--- src/rtl/lpsm_pkg.sv ---
// Shared types, register map and constants of the link power state manager.
package lpsm_pkg;

  // Default values of the top-level parameters.
  localparam int unsigned AdcBitsDef  = 12;
  localparam int unsigned TimeBitsDef = 32;

  // Configuration port geometry: seven 32-bit registers at 4-byte spacing.
  localparam int unsigned CfgAddrW = 5;
  localparam int unsigned CfgDataW = 32;
  localparam int unsigned RegIdxW  = 3;

  // Field widths fixed by the register and result definitions.
  localparam int unsigned ThreshW    = 16;
  localparam int unsigned MsW        = 32;
  localparam int unsigned ZeroCodeW  = 12;
  localparam int unsigned ScaleW     = 24;
  localparam int unsigned AccelW     = 16;
  localparam int unsigned KindW      = 2;
  localparam int unsigned DevStateW  = 2;
  localparam int unsigned PercentW   = 7;
  localparam int unsigned OutDataW   = 16;
  localparam int unsigned FracBits   = 16;

  localparam logic [PercentW-1:0] PercentMax = PercentW'(100);
  localparam logic [FracBits-1:0] RoundHalf  = FracBits'(16'h8000);

  // Register indexes.
  localparam logic [RegIdxW-1:0] RegMotionThreshold = 3'd0;
  localparam logic [RegIdxW-1:0] RegMotionTimeout   = 3'd1;
  localparam logic [RegIdxW-1:0] RegReconnectWindow = 3'd2;
  localparam logic [RegIdxW-1:0] RegSleepTimeout    = 3'd3;
  localparam logic [RegIdxW-1:0] RegReportInterval  = 3'd4;
  localparam logic [RegIdxW-1:0] RegBatteryZeroCode = 3'd5;
  localparam logic [RegIdxW-1:0] RegBatteryScale    = 3'd6;

  // Register reset values.
  localparam logic [ThreshW-1:0]   ResetMotionThreshold = ThreshW'(1100);
  localparam logic [MsW-1:0]       ResetMotionTimeout   = MsW'(30000);
  localparam logic [MsW-1:0]       ResetReconnectWindow = MsW'(5000);
  localparam logic [MsW-1:0]       ResetSleepTimeout    = MsW'(300000);
  localparam logic [MsW-1:0]       ResetReportInterval  = MsW'(60000);
  localparam logic [ZeroCodeW-1:0] ResetBatteryZeroCode = ZeroCodeW'(0);
  localparam logic [ScaleW-1:0]    ResetBatteryScale    = ScaleW'(1600);

  // Kind of an input item.
  typedef enum logic [KindW-1:0] {
    KIND_EVALUATE   = 2'd0,
    KIND_CONNECT    = 2'd1,
    KIND_DISCONNECT = 2'd2,
    KIND_UNUSED     = 2'd3
  } kind_e;

  // Reported device state.
  typedef enum logic [DevStateW-1:0] {
    DEV_ADVERTISING = 2'd0,
    DEV_CONNECTED   = 2'd1,
    DEV_SLEEP       = 2'd2
  } dev_state_e;

  // Configuration as seen by the datapath.
  typedef struct packed {
    logic [ThreshW-1:0]   motion_threshold;
    logic [MsW-1:0]       motion_idle_ms;
    logic [MsW-1:0]       reconnect_window_ms;
    logic [MsW-1:0]       sleep_after_ms;
    logic [MsW-1:0]       report_interval_ms;
    logic [ZeroCodeW-1:0] battery_zero_code;
    logic [ScaleW-1:0]    battery_scale_q16;
  } cfg_t;

endpackage

--- src/rtl/link_power_state_manager.sv ---
// Top level of the link power state manager: input stage, decision logic, result stage.
//
// The block takes one item per clock cycle on its input stream, unless an evaluate item in the
// input register waits for a full result register, and gives one result item per evaluate
// item: once the result register is free, the link, motion and report decisions, the state
// update and the battery percent (one 12x24 multiply with rounding and clamping) are formed
// and written to the result register. Connect, disconnect and the unused kind update state
// (or nothing) and give no result. The state update is registered as the item is processed,
// so an item may follow in the very next cycle and sees the effect of the one before. Input
// and result stages are both registered; the input side keeps taking items while a result waits,
// until an evaluate item waits behind it. The user must write configuration registers through
// the APB-style port only while no item is in flight; the block itself does not enforce this.
module link_power_state_manager
  import lpsm_pkg::*;
#(
  parameter int unsigned ADC_BITS  = AdcBitsDef,
  parameter int unsigned TIME_BITS = TimeBitsDef,
  localparam int unsigned InDataW  = ((TIME_BITS + AccelW + ADC_BITS + 7) / 8) * 8
) (
  input  logic                clk_i,
  input  logic                rst_ni,
  // Input stream
  input  logic                s_axis_tvalid,
  output logic                s_axis_tready,
  // tdata fields from bit 0: now_ms, accel_magnitude, adc_code, zero padding
  input  logic [InDataW-1:0]  s_axis_tdata,
  // tuser fields from bit 0: kind
  input  logic [KindW-1:0]    s_axis_tuser,
  // Result stream
  output logic                m_axis_tvalid,
  input  logic                m_axis_tready,
  // tdata fields from bit 0: device_state, ranging_active, battery_report,
  // battery_percent, zero padding
  output logic [OutDataW-1:0] m_axis_tdata,
  // Configuration port
  input  logic                psel,
  input  logic                penable,
  input  logic                pwrite,
  input  logic [CfgAddrW-1:0] paddr,
  input  logic [CfgDataW-1:0] pwdata,
  output logic [CfgDataW-1:0] prdata,
  output logic                pready
);

  localparam int unsigned CmpW  = (TIME_BITS > MsW) ? TIME_BITS : MsW;
  localparam int unsigned MagW  = (ADC_BITS > ZeroCodeW) ? ADC_BITS : ZeroCodeW;
  localparam int unsigned ProdW = MagW + ScaleW + 1;
  localparam int unsigned QW    = ProdW - FracBits;
  localparam int unsigned PadW  = OutDataW - DevStateW - 2 - PercentW;

  cfg_t cfg;

  lpsm_regs u_regs (
    .clk_i   (clk_i),
    .rst_ni  (rst_ni),
    .psel    (psel),
    .penable (penable),
    .pwrite  (pwrite),
    .paddr   (paddr),
    .pwdata  (pwdata),
    .prdata  (prdata),
    .pready  (pready),
    .cfg_o   (cfg)
  );

  // Input register.
  logic                 in_valid_q;
  kind_e                in_kind_q;
  logic [TIME_BITS-1:0] in_now_q;
  logic [AccelW-1:0]    in_accel_q;
  logic [ADC_BITS-1:0]  in_adc_q;

  // Link and timing state.
  logic                 link_up_q, link_up_d;
  logic                 disc_pending_q, disc_pending_d;
  logic [TIME_BITS-1:0] disc_time_q, disc_time_d;
  logic [TIME_BITS-1:0] adv_start_q, adv_start_d;
  logic [TIME_BITS-1:0] last_motion_q, last_motion_d;
  logic [TIME_BITS-1:0] last_report_q, last_report_d;

  // Result register.
  logic                 out_valid_q;
  logic [OutDataW-1:0]  out_data_q;

  logic is_eval;
  logic out_free;
  logic proc_fire;
  logic in_fire;

  assign is_eval   = (in_kind_q == KIND_EVALUATE);
  assign out_free  = !out_valid_q || m_axis_tready;
  assign proc_fire = in_valid_q && (!is_eval || out_free);
  assign s_axis_tready = !in_valid_q || proc_fire;
  assign in_fire   = s_axis_tvalid && s_axis_tready;

  // Input stage control.
  always_ff @(posedge clk_i or negedge rst_ni) begin
    if (!rst_ni) begin
      in_valid_q <= 1'b0;
    end else if (s_axis_tready) begin
      in_valid_q <= s_axis_tvalid;
    end
  end

  // Input stage payload.
  always_ff @(posedge clk_i) begin
    if (in_fire) begin
      in_kind_q  <= kind_e'(s_axis_tuser);
      in_now_q   <= s_axis_tdata[TIME_BITS-1:0];
      in_accel_q <= s_axis_tdata[TIME_BITS +: AccelW];
      in_adc_q   <= s_axis_tdata[TIME_BITS + AccelW +: ADC_BITS];
    end
  end

  // Time differences, taken modulo the timestamp width.
  logic [TIME_BITS-1:0] el_disc;
  logic [TIME_BITS-1:0] el_adv;
  logic [TIME_BITS-1:0] el_motion;
  logic [TIME_BITS-1:0] el_report;
  logic [TIME_BITS-1:0] adv_ref;
  logic [TIME_BITS-1:0] motion_ref;
  logic                 in_grace;
  logic                 grace_over;
  logic                 motion_seen;
  logic                 report_due;
  logic                 ranging_active;
  dev_state_e           dev_state;

  // Link decision: connected, grace window after a disconnect, then advertising or sleep.
  always_comb begin
    el_disc    = in_now_q - disc_time_q;
    in_grace   = disc_pending_q &&
                 (CmpW'(el_disc) <= CmpW'(cfg.reconnect_window_ms));
    grace_over = !link_up_q && disc_pending_q && !in_grace;
    adv_ref    = grace_over ? in_now_q : adv_start_q;
    el_adv     = in_now_q - adv_ref;
    if (link_up_q || in_grace) begin
      dev_state = DEV_CONNECTED;
    end else if (CmpW'(el_adv) >= CmpW'(cfg.sleep_after_ms)) begin
      dev_state = DEV_SLEEP;
    end else begin
      dev_state = DEV_ADVERTISING;
    end
  end

  // Motion timeout and battery report interval.
  always_comb begin
    motion_seen    = in_accel_q > cfg.motion_threshold;
    motion_ref     = motion_seen ? in_now_q : last_motion_q;
    el_motion      = in_now_q - motion_ref;
    ranging_active = CmpW'(el_motion) < CmpW'(cfg.motion_idle_ms);
    el_report      = in_now_q - last_report_q;
    report_due     = CmpW'(el_report) >= CmpW'(cfg.report_interval_ms);
  end

  // Battery percent: (code - zero code) times the Q8.16 scale, rounded half up, clamped.
  logic [MagW-1:0]     code_ext;
  logic [MagW-1:0]     zero_ext;
  logic [MagW-1:0]     mag;
  logic [ProdW-1:0]    prod;
  logic [QW-1:0]       pct_q;
  logic [PercentW-1:0] percent;

  always_comb begin
    code_ext = MagW'(in_adc_q);
    zero_ext = MagW'(cfg.battery_zero_code);
    mag      = (code_ext > zero_ext) ? (code_ext - zero_ext) : '0;
    prod     = ProdW'(mag) * ProdW'(cfg.battery_scale_q16) + ProdW'(RoundHalf);
    pct_q    = prod[ProdW-1:FracBits];
    percent  = (pct_q > QW'(PercentMax)) ? PercentMax : pct_q[PercentW-1:0];
  end

  // Next state for the item being processed.
  always_comb begin
    link_up_d      = link_up_q;
    disc_pending_d = disc_pending_q;
    disc_time_d    = disc_time_q;
    adv_start_d    = adv_start_q;
    last_motion_d  = last_motion_q;
    last_report_d  = last_report_q;
    if (proc_fire) begin
      case (in_kind_q)
        KIND_CONNECT: begin
          link_up_d      = 1'b1;
          disc_pending_d = 1'b0;
        end
        KIND_DISCONNECT: begin
          link_up_d      = 1'b0;
          disc_pending_d = 1'b1;
          disc_time_d    = in_now_q;
        end
        KIND_EVALUATE: begin
          if (grace_over) begin
            disc_pending_d = 1'b0;
            adv_start_d    = in_now_q;
          end
          last_motion_d = motion_ref;
          if (report_due) begin
            last_report_d = in_now_q;
          end
        end
        default: ;
      endcase
    end
  end

  // State registers.
  always_ff @(posedge clk_i or negedge rst_ni) begin
    if (!rst_ni) begin
      link_up_q      <= 1'b0;
      disc_pending_q <= 1'b0;
      disc_time_q    <= '0;
      adv_start_q    <= '0;
      last_motion_q  <= '0;
      last_report_q  <= '0;
    end else begin
      link_up_q      <= link_up_d;
      disc_pending_q <= disc_pending_d;
      disc_time_q    <= disc_time_d;
      adv_start_q    <= adv_start_d;
      last_motion_q  <= last_motion_d;
      last_report_q  <= last_report_d;
    end
  end

  // Result stage control.
  always_ff @(posedge clk_i or negedge rst_ni) begin
    if (!rst_ni) begin
      out_valid_q <= 1'b0;
    end else if (proc_fire && is_eval) begin
      out_valid_q <= 1'b1;
    end else if (m_axis_tready) begin
      out_valid_q <= 1'b0;
    end
  end

  // Result stage payload.
  always_ff @(posedge clk_i) begin
    if (proc_fire && is_eval) begin
      out_data_q <= {PadW'(0), percent, report_due, ranging_active, dev_state};
    end
  end

  assign m_axis_tvalid = out_valid_q;
  assign m_axis_tdata  = out_data_q;

  // A held input item is never overwritten by a new one.
  a_in_hold: assert property (@(posedge clk_i) disable iff (!rst_ni)
    (in_valid_q && !proc_fire) |-> !s_axis_tready)
    else $error("input register overwritten while its item is still pending");

  // Linked and disconnect-pending never hold together.
  a_link_flags: assert property (@(posedge clk_i) disable iff (!rst_ni)
    !(link_up_q && disc_pending_q))
    else $error("link up with a disconnect still pending");

  // A report pulse restarts the interval at the item's timestamp.
  a_report_mark: assert property (@(posedge clk_i) disable iff (!rst_ni)
    (proc_fire && is_eval && report_due) |=> (last_report_q == $past(in_now_q)))
    else $error("report interval not restarted after a pulse");

  // A delivered percent never exceeds full charge.
  a_percent_range: assert property (@(posedge clk_i) disable iff (!rst_ni)
    out_valid_q |-> (out_data_q[DevStateW + 2 +: PercentW] <= PercentMax))
    else $error("battery percent above 100");

endmodule

--- src/rtl/lpsm_regs.sv ---
// Configuration register file with its APB-style access port.
module lpsm_regs
  import lpsm_pkg::*;
(
  input  logic                clk_i,
  input  logic                rst_ni,
  input  logic                psel,
  input  logic                penable,
  input  logic                pwrite,
  input  logic [CfgAddrW-1:0] paddr,
  input  logic [CfgDataW-1:0] pwdata,
  output logic [CfgDataW-1:0] prdata,
  output logic                pready,
  output cfg_t                cfg_o
);

  cfg_t               cfg_q;
  logic               wr_en;
  logic [RegIdxW-1:0] reg_idx;

  assign pready  = 1'b1;
  assign wr_en   = psel & penable & pwrite;
  assign reg_idx = paddr[CfgAddrW-1:2];
  assign cfg_o   = cfg_q;

  // Register writes; an index beyond the map is dropped.
  always_ff @(posedge clk_i or negedge rst_ni) begin
    if (!rst_ni) begin
      cfg_q.motion_threshold    <= ResetMotionThreshold;
      cfg_q.motion_idle_ms      <= ResetMotionTimeout;
      cfg_q.reconnect_window_ms <= ResetReconnectWindow;
      cfg_q.sleep_after_ms      <= ResetSleepTimeout;
      cfg_q.report_interval_ms  <= ResetReportInterval;
      cfg_q.battery_zero_code   <= ResetBatteryZeroCode;
      cfg_q.battery_scale_q16   <= ResetBatteryScale;
    end else if (wr_en) begin
      case (reg_idx)
        RegMotionThreshold: cfg_q.motion_threshold    <= pwdata[ThreshW-1:0];
        RegMotionTimeout:   cfg_q.motion_idle_ms      <= pwdata[MsW-1:0];
        RegReconnectWindow: cfg_q.reconnect_window_ms <= pwdata[MsW-1:0];
        RegSleepTimeout:    cfg_q.sleep_after_ms      <= pwdata[MsW-1:0];
        RegReportInterval:  cfg_q.report_interval_ms  <= pwdata[MsW-1:0];
        RegBatteryZeroCode: cfg_q.battery_zero_code   <= pwdata[ZeroCodeW-1:0];
        RegBatteryScale:    cfg_q.battery_scale_q16   <= pwdata[ScaleW-1:0];
        default: ;
      endcase
    end
  end

  // Read-back multiplexer.
  always_comb begin
    case (reg_idx)
      RegMotionThreshold: prdata = CfgDataW'(cfg_q.motion_threshold);
      RegMotionTimeout:   prdata = CfgDataW'(cfg_q.motion_idle_ms);
      RegReconnectWindow: prdata = CfgDataW'(cfg_q.reconnect_window_ms);
      RegSleepTimeout:    prdata = CfgDataW'(cfg_q.sleep_after_ms);
      RegReportInterval:  prdata = CfgDataW'(cfg_q.report_interval_ms);
      RegBatteryZeroCode: prdata = CfgDataW'(cfg_q.battery_zero_code);
      RegBatteryScale:    prdata = CfgDataW'(cfg_q.battery_scale_q16);
      default:            prdata = '0;
    endcase
  end

endmodule

--- config.mk ---
export PLATFORM = sky130hd
export DESIGN_NAME = link_power_state_manager
export DESIGN_NICKNAME = d
export VERILOG_FILES = /design/src/rtl/lpsm_pkg.sv /design/src/rtl/link_power_state_manager.sv /design/src/rtl/lpsm_regs.sv
export SDC_FILE = /design/constraint.sdc
export NUM_CORES = 2
export LEC_CHECK = 0
export BUFFER_PORTS_ARGS = -buffer_cell sky130_fd_sc_hd__buf_4
export CAP_MARGIN = 25
export CORE_MARGIN = 2
export CORE_UTILIZATION = 64
export CTS_BUF_LIST = sky130_fd_sc_hd__clkbuf_16
export DETAILED_ROUTE_END_ITERATION = 6
export PLACE_DENSITY = 0.82
export SYNTH_ARGS = -nofsm -noshare
export SYNTH_HDL_FRONTEND = slang
export SYNTH_SLANG_ARGS = --single-unit
--- constraint.sdc ---
create_clock -name clk_i -period 10 [get_ports clk_i]
set_input_delay 1 -clock clk_i [delete_from_list [all_inputs] [get_ports clk_i]]
set_output_delay 1 -clock clk_i [all_outputs]
set_load 0.02 [all_outputs]
---- Word-level counts from Yosys, hierarchy flattened ----
Cells that the tools add are included.
operators by class
  $add $sub $neg .......................... 6
  multipliers ............................. 1
  div/mod/pow operators ................... 0
  magnitude comparators ................... 7
  eq/ne operators ......................... 9
  shift-type cells ........................ 0
  mux-type cells .......................... 10
  bitwise operators ....................... 2
  reduce and logical (&&, ||, !) cells .... 32
operators with widths
  kind                                                            number
  one-hot mux 32 bit (7 select lines)                             1
  subtractor 32 bit                                               4
  >= comparator 32 bit                                            2
  2-to-1 mux 32 bit                                               2
  adder 36 x 16 -> 37 bit, second input constant                  1
  multiplier 12 x 24 -> 36 bit                                    1
  <= comparator 32 bit                                            1
  less-than comparator 32 bit                                     1
  greater-than comparator 21 x 7 -> 1 bit, second input constant  1
  AND reduction 2 bit                                             10
  greater-than comparator 16 bit                                  1
  greater-than comparator 12 bit                                  1
  2-to-1 mux 12 bit                                               1
  subtractor 12 bit                                               1
  == test 3 bit, second input constant                            3
  == test 3 x 2 -> 1 bit, second input constant                   2
  logical AND 1 bit                                               6
  AND reduction 3 bit                                             2
  zero test 1 bit                                                 5
  logical OR 1 bit                                                4
  nonzero test 2 bit                                              2
  == test 3 x 1 -> 1 bit, second input constant                   1
  zero test 3 bit                                                 1
  2-to-1 mux 1 bit                                                3
  9 further kinds                                                 10
word-level totals
  register bits after elaboration ......... 385
  bits in latches ......................... 0
  RAM bits ................................ 0
  ROM bits ................................ 0
  bits of input ports ..................... 110
  output and inout port bits .............. 51
  logic and storage cells ................. 89
  memories ................................ 0

---- Longest topological paths before layout ----
  depth after elaboration ................. 9
  mapped depth ............................ 48
  gate-level depth less buffers ........... 47

---- Hierarchy ----
A second synthesis with hierarchy kept.
unflattened totals
  cells, all modules ...................... 3536
  area total of the unflattened synthesis .. 35546.6 µm²
by module, submodules not included
  module                    instances  cells an instance  area an instance (µm²)  seq. area each (µm²)
  link_power_state_manager  1          2939               27141.0                 5495.3
  lpsm_regs                 1          597                8405.6                  4546.9

---- Worst setup path after synthesis ----
Ideal clock, no wire load.
  kind .................................... reg-to-reg
  start point ............................. register in_now_q[1]
  end point ............................... register out_data_q[1] (netlist: m_axis_tdata[1]) (data pin)
  setup time .............................. 0.265 ns
  arrival time ............................ 8.885 ns
  required time ........................... 9.735 ns
  setup slack ............................. 0.850 ns
  cell stages (with the launch flop) ...... 47
  path buffers ............................ 1
  clock period less this slack ............ 9.150 ns
  cells stage by stage .................... edfxtp_1 inv_1 fa_1 nand2b_1 a21oi_1 o211ai_1 a21oi_1 nor2_1 o21ai_0 a41o_1 o211a_1 nor2_1 a21oi_1 xor2_1 ha_1 nand4_1 nor3_1 a221o_1 [11 not listed] a31o_2 o31a_1 o221ai_1 nand2_1 a31o_2 a21o_1 a21oi_1 xnor2_1 ha_1 a21o_1 a21oi_1 nor2b_1 o21ai_0 nand2b_1 a21oi_1 nor2b_1 o41ai_1 a21oi_1
on the way
  cells in the longest elaborated chain, start to end .. 9
  elaborated cells on any way between the ends .. 10
  classes of those cells .................. add/sub: 2; order compare: 2; mux: 2; reduce/logical: 4
RTL lines
  element                   line                             text
  start: declaration        link_power_state_manager.sv:69   logic [TIME_BITS-1:0] in_now_q;
  start signal: assignment  link_power_state_manager.sv:109  in_now_q <= s_axis_tdata[TIME_BITS-1:0];
  subtractor 32 bit         link_power_state_manager.sv:131  el_disc = in_now_q - disc_time_q;
  <= comparator 32 bit      link_power_state_manager.sv:133  (CmpW'(el_disc) <= CmpW'(cfg.reconnect_window_ms));
  logical AND 1 bit         link_power_state_manager.sv:132  in_grace = disc_pending_q &&
  zero test 1 bit           link_power_state_manager.sv:134  grace_over = !link_up_q && disc_pending_q && !in_grace;
  logical AND 1 bit         link_power_state_manager.sv:134
  2-to-1 mux 32 bit         -
  net adv_ref[0]            link_power_state_manager.sv:120  logic [TIME_BITS-1:0] adv_ref;
  subtractor 32 bit         link_power_state_manager.sv:136  el_adv = in_now_q - adv_ref;
  >= comparator 32 bit      link_power_state_manager.sv:139  end else if (CmpW'(el_adv) >= CmpW'(cfg.sleep_after_ms)) begin
  2-to-1 mux 2 bit          link_power_state_manager.sv:139
  end signal: assignment    link_power_state_manager.sv:240  out_data_q <= {PadW'(0), percent, report_due, ranging_active, dev_state};
  end: declaration          link_power_state_manager.sv:83   logic [OutDataW-1:0] out_data_q;
The timed path passes the listed nets, and every way through them passes these cells.
A chain may end at the register's enable or synchronous reset.

---- Worst setup path after layout ----
  start point ............................. register in_now_q[7]
  end point ............................... register out_data_q[1] (netlist: m_axis_tdata[1]) (data pin)
Same word-level chain as after synthesis.

==> results.toml <==
[finish]
regArea_um2 = 10000
utilization = 0.715
layout.nets = 4566
nFillCells = 3955
syn_to_final_growth_pct = 10.4
drive_gt1_frac = 0.142
multi_input_area_um2 = 22500

[synth]
netlist.area_leader.share = 0.200
synth_mux_area_frac = 0.0869
syn_inst = 3715
avgSynthCellArea_um2 = 9.38
synth_area_leaders = "dfrtp_1 (20%), ha_1 (14%), fa_1 (13%)"
synth_compound_area_frac = 0.131
synth_xor_area_frac = 0.0312
synthSimpleGateAreaFrac = 0.125
synth-edff-count = 73
ys_seq_area_frac = 0.288
yosysWarningCount = 0
synth-main-ff-cell = "dfrtp_1"
synth_area_leader_cell = "dfrtp_1"
ys_async_sr_fraction = 0.810
synth_area_um2 = 34800
synth_top_family_by_area = "adder cells"
synth.top_cells.by_count = "inv_1 (529), nand2_1 (418), ha_1 (377)"
yosysMostFrequentCell = "inv_1"
yosys_register_bits = 385
yosys.area_share.adder = 0.265
synth_cell_types = 76

[sta]
hold_viol = 0
worstMarginPinSlew_ns = 0.943
period_share = 0.950
setup_tns_ns = 0
fin_crit_ns = 9.50
slew-limit-headroom = 0.371
setup_viol = 0
maxSlewViolCount = 0
maxClockFrequency_ghz = 0.105
fin_worst_hold_slack_ns = 0.460
skew_ns = 0.0210

[min_path]
worstHoldPathType = "primary input to async pin"

[floorplan]
start_util = 0.647
die_h_um = 237
die_w_um = 237
fp.dieArea_um2 = 56300
core_region_area_um2 = 53800
num_io_pins = 161
rows = 85

[grt]
overflow = 0
grt_pass1_vias = 27500
grt_max_degree = 119
grt_pass1_wl_mm = 140
antenna_found_initial = 4
grt_usage = 0.312

[drt]
dr.first_iter.drc_count = 2228
first_pass_iters = 6
postRouteAntennaNets = 0
routed_wl_mm = 87.2
vias = 27500
post_drt_via_cell_ratio = 6.00
drc = 0
wl_per_cell_um = 19.0

[critical_path]
cp_slowest_stage_delay_ns = 0.57
critical_path_class = "register to register"
reg2reg_depth = 41
critical-path-slowest-cell = "or4_4"
cp-start-kind = "register"
cp_max_fo = 6
required_ns = 10.34
cp.arrival_ns = 9.84
worstSetupEndpointType = "register"

[clocking]
root_buffer = "clkbuf_16"
worstSkewPairLatency_ns = 0.59
clk_pin_slew_ns = 0.06
cts.sinks = 385
cts_tree = "done"
clockBufferDepth = 3
htreeDepth = 2
cts_buffers = 45
hold_buffers = 0

[power_and_ir_drop]
power.density_nw_per_um2 = 235
vdd_ir_drop_max_uv = 139
p_leak_nw = 18.8

[job]
maxCapViolations = 0

[run_status]
status = "completed"

[placement]
gp_congestion = 0.928
numPortBuffers = 148
dp_hpwl_mm = 67.3
-- cell type report --
type	count	area share
clock inverter	37	0.00605
timing repair buffer	224	0.0443
multi-input combinational	2669	0.584
sequential	385	0.261
inverter	529	0.0516
tap	696	0.0226
clock buffer	46	0.0299
antenna	5	0.000325
-- critical path: cells and delay by family (launching register included) --
family,cells,cell delay [ns]
and+or+nand+nor,12,2.48
DFF,1,0.42
adders and majority gates,5,1.57
AOI/OAI and AO/OA,21,4.46
buffers and inverters,1,0.05
xor gates and xnor gates,2,0.26
-- state kept, by name (all words and copies together) (netlist names) --
signal / flops
adv_start_q: 32
code_ext: 12
disc_pending_q: 1
disc_time_q: 32
in_accel_q: 16
in_kind_q: 2
in_now_q: 32
in_valid_q: 1
last_motion_q: 32
last_report_q: 32
link_up_q: 1
m_axis_tdata: 11
m_axis_tvalid: 1
u_regs.cfg_o: 180
-- path summary, 6_finish.rpt --
kind / from / endpoint / slack, ns
max: in_now_q[7] / m_axis_tdata[1] / 0.50
min: rst_ni / u_regs.cfg_o[65] / 0.46
max reg2reg: in_now_q[7] / m_axis_tdata[1] / 0.50
min reg2reg: disc_time_q[0] / disc_time_q[0] / 0.49
max in group asynchronous: rst_ni / u_regs.cfg_o[141] / 8.01
min in group clk_i: disc_time_q[0] / disc_time_q[0] / 0.49
-- layer usage --
layer | vias to the layer above | global-route usage | part of all wire | routed length (µm)
met4 | 0 | 0.123 | 0.040 | 3480
met3 | 215 | 0.0394 | 0.070 | 6120
met1 | 13500 | 0.423 | 0.42 | 36800
met2 | 1019 | 0.513 | 0.47 | 40800
li1 | 12900 | - | - | -
met5 | - | 0 | 0 | 0
-- stage by stage --
| stage | power, mW | std cells | worst slack, ns | cell area [µm²] |
|---|---|---|---|---|
| 2_1_floorplan | 6.05 | 3719 | 0.850 | 34900 |
| 3_3_place_gp | 7.14 | 4489 | 0.435 | 36900 |
| 3_5_place_dp | 7.37 | 4490 | 0.269 | 36900 |
| 4_1_cts | 8.98 | 4573 | 0.170 | 38200 |
| 5_1_grt | 9.83 | 4589 | -0.0342 | 38500 |
| 6_report | 9.06 | 4591 | 0.501 | 38500 |
-- where the power goes --
group          internal (mW)  switching (mW)  total (mW)
clock                  0.885           0.678        1.56
sequential              1.98           0.268        2.25
combinational           2.26            2.99        5.25
total                   5.12            3.93        9.06
-- kinds of logic (layout without fill, tap and decap cells) --
| group | after synthesis | count (layout) |
|---|---|---|
| xor gates and xnor gates | 124 | 124 |
| and+or+nand+nor | 914 | 914 |
| DFF | 385 | 385 |
| other | 2 | 11 |
| AOI/OAI and AO/OA | 752 | 752 |
| muxes | 271 | 271 |
| buffers and inverters | 665 | 836 |
| adders and majority gates | 602 | 602 |
-- layout by cell type (no fill, tap or decap), types with 107 or more instances in the layout --
cell	n
buf_4	221
mux2_2	171
inv_1	543
o21ai_0	273
dfrtp_1	278
and2_1	107
a21oi_1	172
ha_1	377
nand2_1	418
fa_1	225
-- repair_timing --
item                       4_1_cts  5_1_grt
resized for setup                0       24
setup endpoints to repair        0        8
setup buffers                    0       13
(Power assumes the default switching activity.)
